**src/rtl/logistic_nesterov_update_core_macros.svh**
```systemverilog
// Assertion macros shared by the logistic Nesterov update core.
`ifndef LOGISTIC_NESTEROV_UPDATE_CORE_MACROS_SVH
`define LOGISTIC_NESTEROV_UPDATE_CORE_MACROS_SVH
// Implication checked on every clock edge outside reset.
`define LNU_ASSERT_IMP(label, clk, rst, ante, cons, msg) \
  label: assert property (@(posedge clk) disable iff (rst) (ante) |-> (cons)) \
    else $error(msg);
// Implication whose consequent is checked in the cycle after the antecedent.
`define LNU_ASSERT_NEXT(label, clk, rst, ante, cons, msg) \
  label: assert property (@(posedge clk) disable iff (rst) (ante) |=> (cons)) \
    else $error(msg);
`endif

```
**src/rtl/lnu_pkg.sv**
```systemverilog
// Package with types, codes and fixed-point helpers for the update core.
`timescale 1ns / 1ps
package lnu_pkg;
  localparam int MAX_FEATURES_DEF = 64;
  localparam int QW = 32;
  localparam logic [1:0] ACT_LOAD   = 2'd0;
  localparam logic [1:0] ACT_UPDATE = 2'd1;
  localparam logic [1:0] ACT_CLEAR  = 2'd2;
  localparam logic [2:0] REG_GAMMA = 3'd0;
  localparam logic [2:0] REG_C0    = 3'd1;
  localparam logic [2:0] REG_C1    = 3'd2;
  localparam logic [2:0] REG_C3    = 3'd3;
  localparam logic [2:0] REG_COUNT = 3'd4;

  typedef logic signed [31:0] q_t;

  function automatic q_t sat64(input logic signed [63:0] v);
    if (v > 64'sd2147483647) return 32'sh7fffffff;
    if (v < -64'sd2147483648) return 32'sh80000000;
    return v[31:0];
  endfunction

  // Rounded Q8.24 product, not yet saturated (>>> is a floor shift).
  function automatic logic signed [63:0] qmul_wide(input q_t a, input q_t b);
    logic signed [63:0] p;
    p = 64'(a) * 64'(b);
    p = p + 64'sd8388608;
    return p >>> 24;
  endfunction

  function automatic q_t qmul(input q_t a, input q_t b);
    return sat64(qmul_wide(a, b));
  endfunction

  function automatic q_t qadd(input q_t a, input q_t b);
    return sat64(64'(a) + 64'(b));
  endfunction
endpackage

```
**src/rtl/lnu_regs.sv**
```systemverilog
// APB-style configuration register file.
`timescale 1ns / 1ps
module lnu_regs #(
  parameter int MAX_FEATURES = lnu_pkg::MAX_FEATURES_DEF
) (
  input  logic                         clk,
  input  logic                         rst,
  input  logic                         psel,
  input  logic                         penable,
  input  logic                         pwrite,
  input  logic [4:0]                   paddr,
  input  logic [31:0]                  pwdata,
  output logic [31:0]                  prdata,
  output logic                         pready,
  output lnu_pkg::q_t                  gamma_scale,
  output lnu_pkg::q_t                  coef_zero,
  output lnu_pkg::q_t                  coef_one,
  output lnu_pkg::q_t                  coef_three,
  output logic [$clog2(MAX_FEATURES+1)-1:0] used_count
);
  localparam int CW = $clog2(MAX_FEATURES + 1);
  logic [6:0] feature_count;
  logic [2:0] sel;
  assign sel = paddr[4:2];
  assign pready = 1'b1;

  always_ff @(posedge clk) begin
    if (rst) begin
      gamma_scale <= '0;
      coef_zero <= '0;
      coef_one <= '0;
      coef_three <= '0;
      feature_count <= 7'd64;
    end else if (psel && penable && pwrite) begin
      unique case (sel)
        lnu_pkg::REG_GAMMA: gamma_scale <= pwdata;
        lnu_pkg::REG_C0:    coef_zero <= pwdata;
        lnu_pkg::REG_C1:    coef_one <= pwdata;
        lnu_pkg::REG_C3:    coef_three <= pwdata;
        lnu_pkg::REG_COUNT: feature_count <= pwdata[6:0];
        default: ;
      endcase
    end
  end

  always_comb begin
    unique case (sel)
      lnu_pkg::REG_GAMMA: prdata = gamma_scale;
      lnu_pkg::REG_C0:    prdata = coef_zero;
      lnu_pkg::REG_C1:    prdata = coef_one;
      lnu_pkg::REG_C3:    prdata = coef_three;
      lnu_pkg::REG_COUNT: prdata = {25'd0, feature_count};
      default:            prdata = '0;
    endcase
  end

  always_comb begin
    if (feature_count == 7'd0) used_count = CW'(1);
    else if (int'(feature_count) > MAX_FEATURES) used_count = CW'(MAX_FEATURES);
    else used_count = CW'(feature_count);
  end
endmodule

```
**config.mk**
```make
export PLATFORM = sky130hd
export DESIGN_NAME = lnu_regs
export DESIGN_NICKNAME = d
export VERILOG_FILES = /design/src/rtl/logistic_nesterov_update_core_macros.svh /design/src/rtl/lnu_pkg.sv /design/src/rtl/lnu_regs.sv
export SDC_FILE = /design/constraint.sdc
export NUM_CORES = 1
export LEC_CHECK = 0
export ABC_AREA = 0
export BUFFER_PORTS_ARGS = -buffer_cell sky130_fd_sc_hd__buf_2
export CORE_ASPECT_RATIO = 0.8
export CORE_UTILIZATION = 55
export DETAILED_ROUTE_END_ITERATION = 6
export GPL_TIMING_DRIVEN = 0
export HOLD_SLACK_MARGIN = 0.1
export PLACE_DENSITY = 0.95
export SLEW_MARGIN = 20
export SYNTH_ARGS = -nofsm -noshare
export SYNTH_HDL_FRONTEND = slang
export SYNTH_SLANG_ARGS = --single-unit
```
**constraint.sdc**
```tcl
create_clock -name clk -period 8 [get_ports clk]
set_clock_uncertainty 0.1 [all_clocks]
set_input_delay 2.4 -clock clk [delete_from_list [all_inputs] [get_ports clk]]
set_output_delay 2.4 -clock clk [all_outputs]
set_load 0.005 [all_outputs]
```
* After elaboration in Yosys (flattened, before gate mapping)
Cells that the tools add are included.
** Word-level totals
- Register bits after elaboration :: 135
- Input bits :: 42
** Operators by class
- Muxes and demuxes :: 3
- Equal/unequal tests :: 4
- $lt $le $gt $ge :: 1
- Reductions and logical operators :: 9
** Operators by type and width (number)
- $pmux 32 s5 :: 1
- $mux 7 :: 2
- $reduce_and 2->1 :: 5
- $gt 7x7->1 const B :: 1
- $logic_not 7->1 :: 1
- $eq 3x2->1 const B :: 2
- $eq 3x1->1 const B :: 1
- $eq 3x3->1 const B :: 1
- $logic_not 3->1 :: 1
- $logic_and 1x1->1 :: 2

* Depth between registers and ports, before layout
Gate-level depths: netlist of run 1.
- Word-level depth :: 3
- Mapped depth :: 6

* Least setup slack after synthesis of run 1
No wires, ideal clock.
- Path kind :: input to output
- From :: in paddr[3]
- To :: out prdata[10]
- Arrival :: 3422 ps
- Setup slack :: 2078 ps
- Stages :: 4
- Required time :: 5500 ps
- Cells stage by stage :: buf_4 -> buf_4 -> mux4_2 -> nor2b_1
** Between the ends
- Word-level cells in the longest chain between the ends :: 2
- Elaborated cells on any way between the ends :: 6
** Ends and longest elaborated chain
- start: declaration :: line lnu_regs.sv:11 : input logic [4:0] paddr,
- $eq 3x3->1 (tied with other cells) :: line lnu_regs.sv:47 : unique case (sel)
- $pmux 32 s5 * :: line lnu_regs.sv:47
- end: declaration :: line lnu_regs.sv:13 : output logic [31:0] prdata,
Every way passes the cells marked *; elsewhere a longest branch is shown, timed or not.

* Worst setup path in the final report of run 1
- From :: in paddr[2]
- To :: out prdata[19]
The elaborated chain is that of the path after synthesis.

==> metrics.cfg, run 1 <==
[run_status]
outcome=complete, no violations

[die]
fp.coreArea_sq_mm=0.0116
initial_utilization=0.567
rows=35
io_pins=210
fp.dieArea_sq_mm=0.0124
die_h_microns=99.7
dieWidth_microns=124

[sta]
fmax_mhz=157
worstMarginPinSlew_ns=0.799
fin_crit_sh=0.794
slew_headroom=0.468
tns_ns=0
setup-violations-final=0
rsz0062_at_grt=no
whs_ns=0.383
hold_viol=0
fin_crit_ns=6.36
slew_viol_final=0

[critical_path]
cp-end-kind=output pin
start_kind=primary input
cp_cell_sequence=buf_2, buf_2, buf_2, mux4_2, nor2b_1, buf_2
critPathBufInv=4
cp_top_family=buffers and inverters
cp_slowest_cell=buf_2
cp_max_fo=10
cpPeakStageDelay_ns=0.38
path_common_cell=buf_2
arrival_ns=3.86
required_ns=5.50
crit_type=in2out

[synthesis]
yosysUniqueCellTypes=30
synth_top_area_cell=dfxtp_1
synth_nets=667
syn_area_sq_mm=0.00656
postSynthCellCount=625
ys_ff_latch=135
syn_avg_cell_area_sq_um=10.5
ys_seq_area_frac=0.412
synthTopCellsByArea=dfxtp_1 (41%), mux2i_1 (16%), nand2b_1 (13%)
synth_top_area_frac=0.412
ys_warn_count=0

[clock_tree]
clk_pin_slew_worst_paths_ns=0.06
htreeDepth=4
ctsHoldBuffers=0
cts_tree=built
cts_made_buffers=17
ctsLongestPathBuffers=2
cts-root-buf=clkbuf_16
post_cts_buffers=0
clock_latency_ns=0.41
cts_resized=0
clock_sinks=135

[routing]
vias=5615
antenna_left=0
drt_pass1_iterations=4
dr.first_iter.drc_count=408
drc_errors=0
vias_per_cell=5.57
wirelength_microns=19700
wire_per_inst_microns=19.6

[finish]
drive_above_1_share=0.343
mostFrequentLayoutCells=buf_2 (211), nand2b_1 (135), dfxtp_1 (135)
final_cells=1008
synthToLayoutAreaGrowth_pct=27.0
final_nets=889
diodes=0
layout_commonest_cell=buf_2

[global_route]
grt_max_degree=17
grt_overflow_total=0
grt_pass1_vias=5488
grt_usage=0.326
grt_pass1_wl_microns=29900
antenna_found_initial=0

[place]
place_congestion=0.902
portBuffers=203
hpwlAfterDp_microns=14000
place_inst=976

[pwr]
irDropWorstVdd_mv=0.144
leakagePower_nw=4.09
powerDensity_mw_per_mm2=186

[worst_hold_path]
hold_class=reg2reg

[run]
cap_viol_max_count=0

-- tightest hold or removal path: stages (launching register included) --
cell and delay (ns):
dfxtp_1 0.32, nand2b_1 0.06, mux2i_1 0.05
-- Yosys cell counts --
library cell,n
a21oi_1,1
a22oi_1,14
and3_1,1
and4b_2,1
buf_12,1
buf_2,8
buf_4,4
buf_6,9
buf_8,1
clkbuf_1,31
conb_1,1
dfxtp_1,135
mux2_2,7
mux2i_1,103
mux4_2,25
nand2_2,1
nand2b_1,135
nand3_2,1
nand3_4,1
nand3b_1,1
nand4b_4,1
nor2_1,4
nor2_4,1
nor2b_1,64
nor3_1,1
nor3b_2,1
o21ai_0,60
o21ai_1,4
o22ai_1,7
or2_4,1
-- power breakdown --
| group | internal [mW] | total, mW | switching [mW] |
|---|---|---|---|
| Sequential | 0.678 | 0.682 | 0.00417 |
| Combinational | 0.0430 | 0.105 | 0.0617 |
| Clock | 0.471 | 0.760 | 0.289 |
| Total | 1.19 | 1.55 | 0.355 |
-- sequential cells by signal, indices dropped and copies added (netlist names) --
| signal | count |
|---|---|
| coef_one | 32 |
| coef_three | 32 |
| coef_zero | 32 |
| gamma_scale | 32 |
| feature_count | 7 |
-- logic make-up after synthesis --
| family | after synthesis | share of synthesized area |
|---|---|---|
| AND/OR/NAND/NOR | 214 | 0.210 |
| multiplexers | 135 | 0.255 |
| flip-flops | 135 | 0.412 |
| AO/OA/AOI/OAI | 86 | 0.0723 |
| buffers and inverters | 54 | 0.0492 |
| other | 1 | 0.000572 |
-- per-stage QoR --
step / power (mW) / utilization / setup WS [ns] / cell area (sq um)
after floorplan: 0.758 / - / 2.08 / 6560
after global placement: 0.797 / 0.671 / 1.72 / 7760
after detailed placement: 0.799 / 0.671 / 1.67 / 7760
after CTS: 1.54 / 0.720 / 1.67 / 8320
after global routing: 1.59 / 0.720 / 1.61 / 8320
final: 1.55 / 0.720 / 1.64 / 8320
-- path summary, 6_finish.rpt --
path / depth (start not counted) / startpoint / endpoint / slack [ns]
min: 2 / coef_zero[23]$_SDFFE_PP0P_ / coef_zero[23]$_SDFFE_PP0P_ / 0.38
min reg2reg: 2 / coef_zero[23]$_SDFFE_PP0P_ / coef_zero[23]$_SDFFE_PP0P_ / 0.38
max: 6 / paddr[2] / prdata[19] / 1.64
max reg2reg: 3 / coef_one[0]$_SDFFE_PP0P_ / coef_one[0]$_SDFFE_PP0P_ / 7.08
-- per-layer routing --
layer | routed length [microns] | track usage | up-vias | share of wire
met5 | 0 | 0 | - | 0
met4 | 257 | 0.111 | 0 | 0.013
met3 | 1250 | 0.0717 | 28 | 0.063
met2 | 9330 | 0.523 | 252 | 0.47
met1 | 8880 | 0.433 | 2730 | 0.45
li1 | - | - | 2605 | -
-- layout make-up --
| cell class | count | area, sq um |
|---|---|---|
| sequential | 135 | 2700 |
| tap | 148 | 185 |
| clock inverter | 10 | 103 |
| timing repair buffer | 203 | 1020 |
| multi-input combinational | 436 | 3530 |
| fill | 896 | 3240 |
| clock buffer | 22 | 464 |
| buffer | 54 | 323 |
(Power assumes the default switching activity.)
==> inputs of run 2 (changes only) <==
CORE_UTILIZATION = 51   (was 55)
PLACE_DENSITY = 0.9   (was 0.95)
clock period = 5.9 ns   (was 8 ns; I/O delays follow)
==> run 2 against run 1 <==
Effect of this change:
- hold slack about the same
- sequential share of layout area down 0.35 points
- die area up 7.7%
- cell area up 1.1%
- critical path depth unchanged
- total power up 42%
- via count up 0.89%
- critical endpoint is now prdata[26]
- largest cell class unchanged
- largest power group unchanged
==> metrics.cfg, run 2 (synthesis results as in run 1) <==
[critical_path]
crit_type=in2out
r2r_start=coef_one[8]$_SDFFE_PP0P_
cp_cell_sequence=buf_2, buf_2, buf_2, mux4_2, nor2b_1, buf_2
start_kind=primary input
timing.rr.end=coef_one[8]$_SDFFE_PP0P_
cp_top_family=buffers and inverters
critPathBufInv=4
cp_max_fo=10
rrSetupSlack_ns=4.94
cp_slowest_cell=buf_2
required_ns=4.03
arrival_ns=3.23
worst-r2r-cell-count=3
cp-end-kind=output pin
cpPeakStageDelay_ns=0.39
path_common_cell=buf_2

[routing]
vias=5665
wirelength_microns=19700
drc_errors=0
wire_per_inst_microns=19.1
dr.first_iter.drc_count=333
drt_pass1_iterations=5
vias_per_cell=5.49
antenna_left=0

[clock_tree]
htreeDepth=4
clock_sinks=135
cts-root-buf=clkbuf_16
clk_pin_slew_worst_paths_ns=0.06
cts_resized=0
ctsHoldBuffers=0
ctsLongestPathBuffers=2
clock_latency_ns=0.41
post_cts_buffers=0
cts_tree=built
cts_made_buffers=17

[sta]
tns_ns=0
slew_viol_final=0
slew_headroom=0.506
hold_viol=0
fin_crit_ns=5.10
setup-violations-final=0
whs_ns=0.383
rsz0062_at_grt=no
fin_crit_sh=0.864
fmax_mhz=196
worstMarginPinSlew_ns=0.741

[die]
die_h_microns=103
fp.dieArea_sq_mm=0.0133
dieWidth_microns=129
fp.coreArea_sq_mm=0.0123
rows=36
io_pins=210
initial_utilization=0.531

[global_route]
grt_usage=0.298
grt_overflow_total=0
grt_pass1_wl_microns=29500
grt_pass1_vias=5364
grt_max_degree=17
antenna_found_initial=0

[place]
portBuffers=203
place_congestion=0.840
hpwlAfterDp_microns=14000

[finish]
synthToLayoutAreaGrowth_pct=28.4
diodes=0
final_nets=889
mostFrequentLayoutCells=buf_2 (211), nand2b_1 (135), dfxtp_1 (135)
layout_commonest_cell=buf_2
drive_above_1_share=0.345

[worst_hold_path]
worstHoldStart=coef_zero[22]$_SDFFE_PP0P_
whs_path_depth=2
min_to=coef_zero[22]$_SDFFE_PP0P_
hold_class=reg2reg

[run]
cap_viol_max_count=0

[run_status]
outcome=complete, no violations

[pwr]
powerDensity_mw_per_mm2=262
leakagePower_nw=4.10
irDropWorstVdd_mv=0.281

==> run 2: cell count changes in the layout (fill, tap and decap cells not counted), sizes merged <==
cell / change
inv: +2
clkinvlp: +2
bufinv: +2
clkinv: -2
clkbuf: -4
==> run 2: routing by layer <==
metal / global-route usage / share of wire / vias up
met5: 0 / 0 / -
met4: 0.0851 / 0.012 / 0
met3: 0.0684 / 0.062 / 22
met2: 0.499 / 0.48 / 227
met1: 0.388 / 0.45 / 2807
li1: - / - / 2609
==> run 2: final cells by class <==
type                       count  area, sq um
fill                        1022         3930
multi-input combinational    436         3530
sequential                   135         2700
timing repair buffer         203         1020
clock buffer                  18          429
buffer                        54          323
tap                          171          214
clock inverter                14          200
==> run 2: where the power goes <==
group          internal (mW)  total [mW]  leakage [nW]  switching [mW]
Clock                  0.712        1.14         0.297           0.427
Combinational         0.0582       0.141          2.72          0.0824
Sequential             0.918       0.924          1.09         0.00577
==> run 2: worst register-to-register path, cell delays in order, from the launching register on <==
cell     delay, ns
dfxtp_1       0.35
nor2b_1       0.14
o21ai_0       0.11
o21ai_0       0.13
==> run 2: how the worst max path moves through the flow <==
stage             start    endpoint  slack, ns  cells after the start
2_1_floorplan  paddr[3]  prdata[10]       1.24                      4
3_3_place_gp   paddr[2]  prdata[26]       0.83                      6
3_5_place_dp   paddr[2]  prdata[26]       0.82                      6
4_1_cts        paddr[2]  prdata[26]       0.82                      6
5_1_grt        paddr[2]  prdata[19]       0.76                      6
6_report       paddr[2]  prdata[26]       0.80                      6
==> run 2: metrics by stage <==
step | setup slack [ns] | util | power (mW) | instances | cell area (sq um)
after global routing | 0.765 | 0.682 | 2.26 | 1031 | 8420
after global placement | 0.827 | 0.631 | 1.08 | 999 | 7790
after detailed placement | 0.822 | 0.631 | 1.08 | 999 | 7790
final | 0.805 | 0.682 | 2.20 | 1031 | 8420
after CTS | 0.818 | 0.682 | 2.21 | 1031 | 8420
after floorplan | 1.24 | - | 1.03 | 625 | 6560
==> inputs of run 3 (changes only) <==
GPL_TIMING_DRIVEN = unset   (was 0)
RECOVER_POWER = 50   (was unset)
==> run 3 against run 2 <==
Effect of this change:
- the run now ends with capacitance limit, slew limit left
- hold slack improved by 0.0045 ns
- via count is 5.5% lower
- sequential power about the same
- combinational power decreased by 11%
- largest power group unchanged
- clock power about the same
- cell area fell by 4.1%
- register-to-register slack about the same
==> metrics.cfg, run 3 (synthesis results as in run 1) <==
[critical_path]
critPathBufInv=3
arrival_ns=3.74
cp_cell_sequence=clkbuf_1, clkbuf_1, nor2b_1, buf_2
cp_max_fo=20
cp_top_family=buffers and inverters
start_kind=primary input
cp_slowest_cell=clkbuf_1
crit_start=paddr[4]
r2r_start=feature_count[6]$_SDFFE_PP1P_
required_ns=4.03
cp-end-kind=output pin
path_common_cell=clkbuf_1
cpPeakStageDelay_ns=0.85
crit_type=in2out

[place]
dpl_cell_area_sq_mm=0.00757
portBuffers=206
place_congestion=0.831
hpwlAfterDp_microns=11300

[routing]
wirelength_microns=17600
antenna_left=0
vias=5352
wire_per_inst_microns=17.7
drt_pass1_iterations=4
dr.first_iter.drc_count=325
drc_errors=0
vias_per_cell=5.40

[die]
fp.dieArea_sq_mm=0.0133
fp.coreArea_sq_mm=0.0123
dieWidth_microns=129
rows=36
initial_utilization=0.531
io_pins=210
die_h_microns=103

[clock_tree]
ctsHoldBuffers=0
post_cts_buffers=0
clock_latency_ns=0.40
clk_pin_slew_worst_paths_ns=0.06
clock_sinks=135
cts_resized=0
htreeDepth=4
cts_made_buffers=17
ctsLongestPathBuffers=2
cts_tree=built
cts-root-buf=clkbuf_16

[run_status]
outcome=finished with violations
violations=capacitance limit, slew limit

[global_route]
grt_pass1_wl_microns=26400
grt_usage=0.261
grt_pass1_vias=4910
grt_max_degree=132
antenna_found_initial=0
grt_overflow_total=0

[sta]
fin_crit_ns=5.61
setup-violations-final=0
worstMarginPinSlew_ns=1.80
slew_headroom=-0.203
fin_crit_sh=0.951
fmax_mhz=178
rsz0062_at_grt=no
tns_ns=0
slew_viol_final=8
hold_viol=0

[finish]
final_nets=848
drive_above_1_share=0.247
mostFrequentLayoutCells=nand2b_1 (135), dfxtp_1 (135), buf_2 (123)
synthToLayoutAreaGrowth_pct=23.1
fin_area_sq_mm=0.00807

[worst_hold_path]
worstHoldStart=gamma_scale[29]$_SDFFE_PP0P_
hold_class=reg2reg

[pwr]
powerDensity_mw_per_mm2=269
irDropWorstVdd_mv=0.188
leakagePower_nw=3.65

[run]
cap_viol_max_count=1

## run 3: cell count changes in the layout (fill, tap and decap cells not counted), sizes merged
cell and delta:
clkinv +1, diode +1, clkinvlp -1, clkbuf +52, buf -93
## run 3: where the power goes
part / leakage [nW] / internal, mW / total, mW / switching, mW
sequential: 1.09 / 0.918 / 0.924 / 0.00566
combinational: 2.26 / 0.0516 / 0.125 / 0.0732
clock: 0.302 / 0.713 / 1.13 / 0.412
## run 3: path summary, 6_finish.rpt
kind | to | slack [ns] | cells after the start
max | prdata[26] | 0.29 | 4
min | gamma_scale[29]$_SDFFE_PP0P_ | 0.39 | 2
max reg2reg | feature_count[6]$_SDFFE_PP1P_ | 4.95 | 2
min reg2reg | gamma_scale[29]$_SDFFE_PP0P_ | 0.39 | 2
## run 3: worst min-delay path: cells and delay by family (launching register included)
family / cells / cell delay [ns]
flip-flops: 1 / 0.31
multiplexers: 1 / 0.06
AND/OR/NAND/NOR: 1 / 0.07
## run 3: layer usage
metal / GRT usage / share of wire / vias to the layer above
met4: 0.0860 / 0.0083 / 0
met3: 0.0494 / 0.054 / 10
li1: - / - / 2519
met1: 0.354 / 0.46 / 2642
met2: 0.425 / 0.47 / 181
met5: 0 / 0 / -
## run 3: area by class of cell
type | count | area [sq um]
diodes | 1 | 2.50
clock buffers | 18 | 429
clock inverters | 14 | 200
fillers | 1071 | 4270
multi-input cells | 436 | 3500
flip-flops and latches | 135 | 2700
well taps | 171 | 214
repair buffers | 216 | 1010
## run 3: per-stage QoR
step	hold WS, ns	cells	util	total power [mW]	setup WS (ns)
final	0.387	991	0.654	2.17	0.292
after global placement	0.373	958	0.614	1.07	0.480
after detailed placement	0.375	958	0.614	1.07	0.449
after global routing	0.402	990	0.653	2.24	0.234
after CTS	0.385	990	0.665	2.19	0.445
after floorplan	0.366	625	-	1.03	1.24
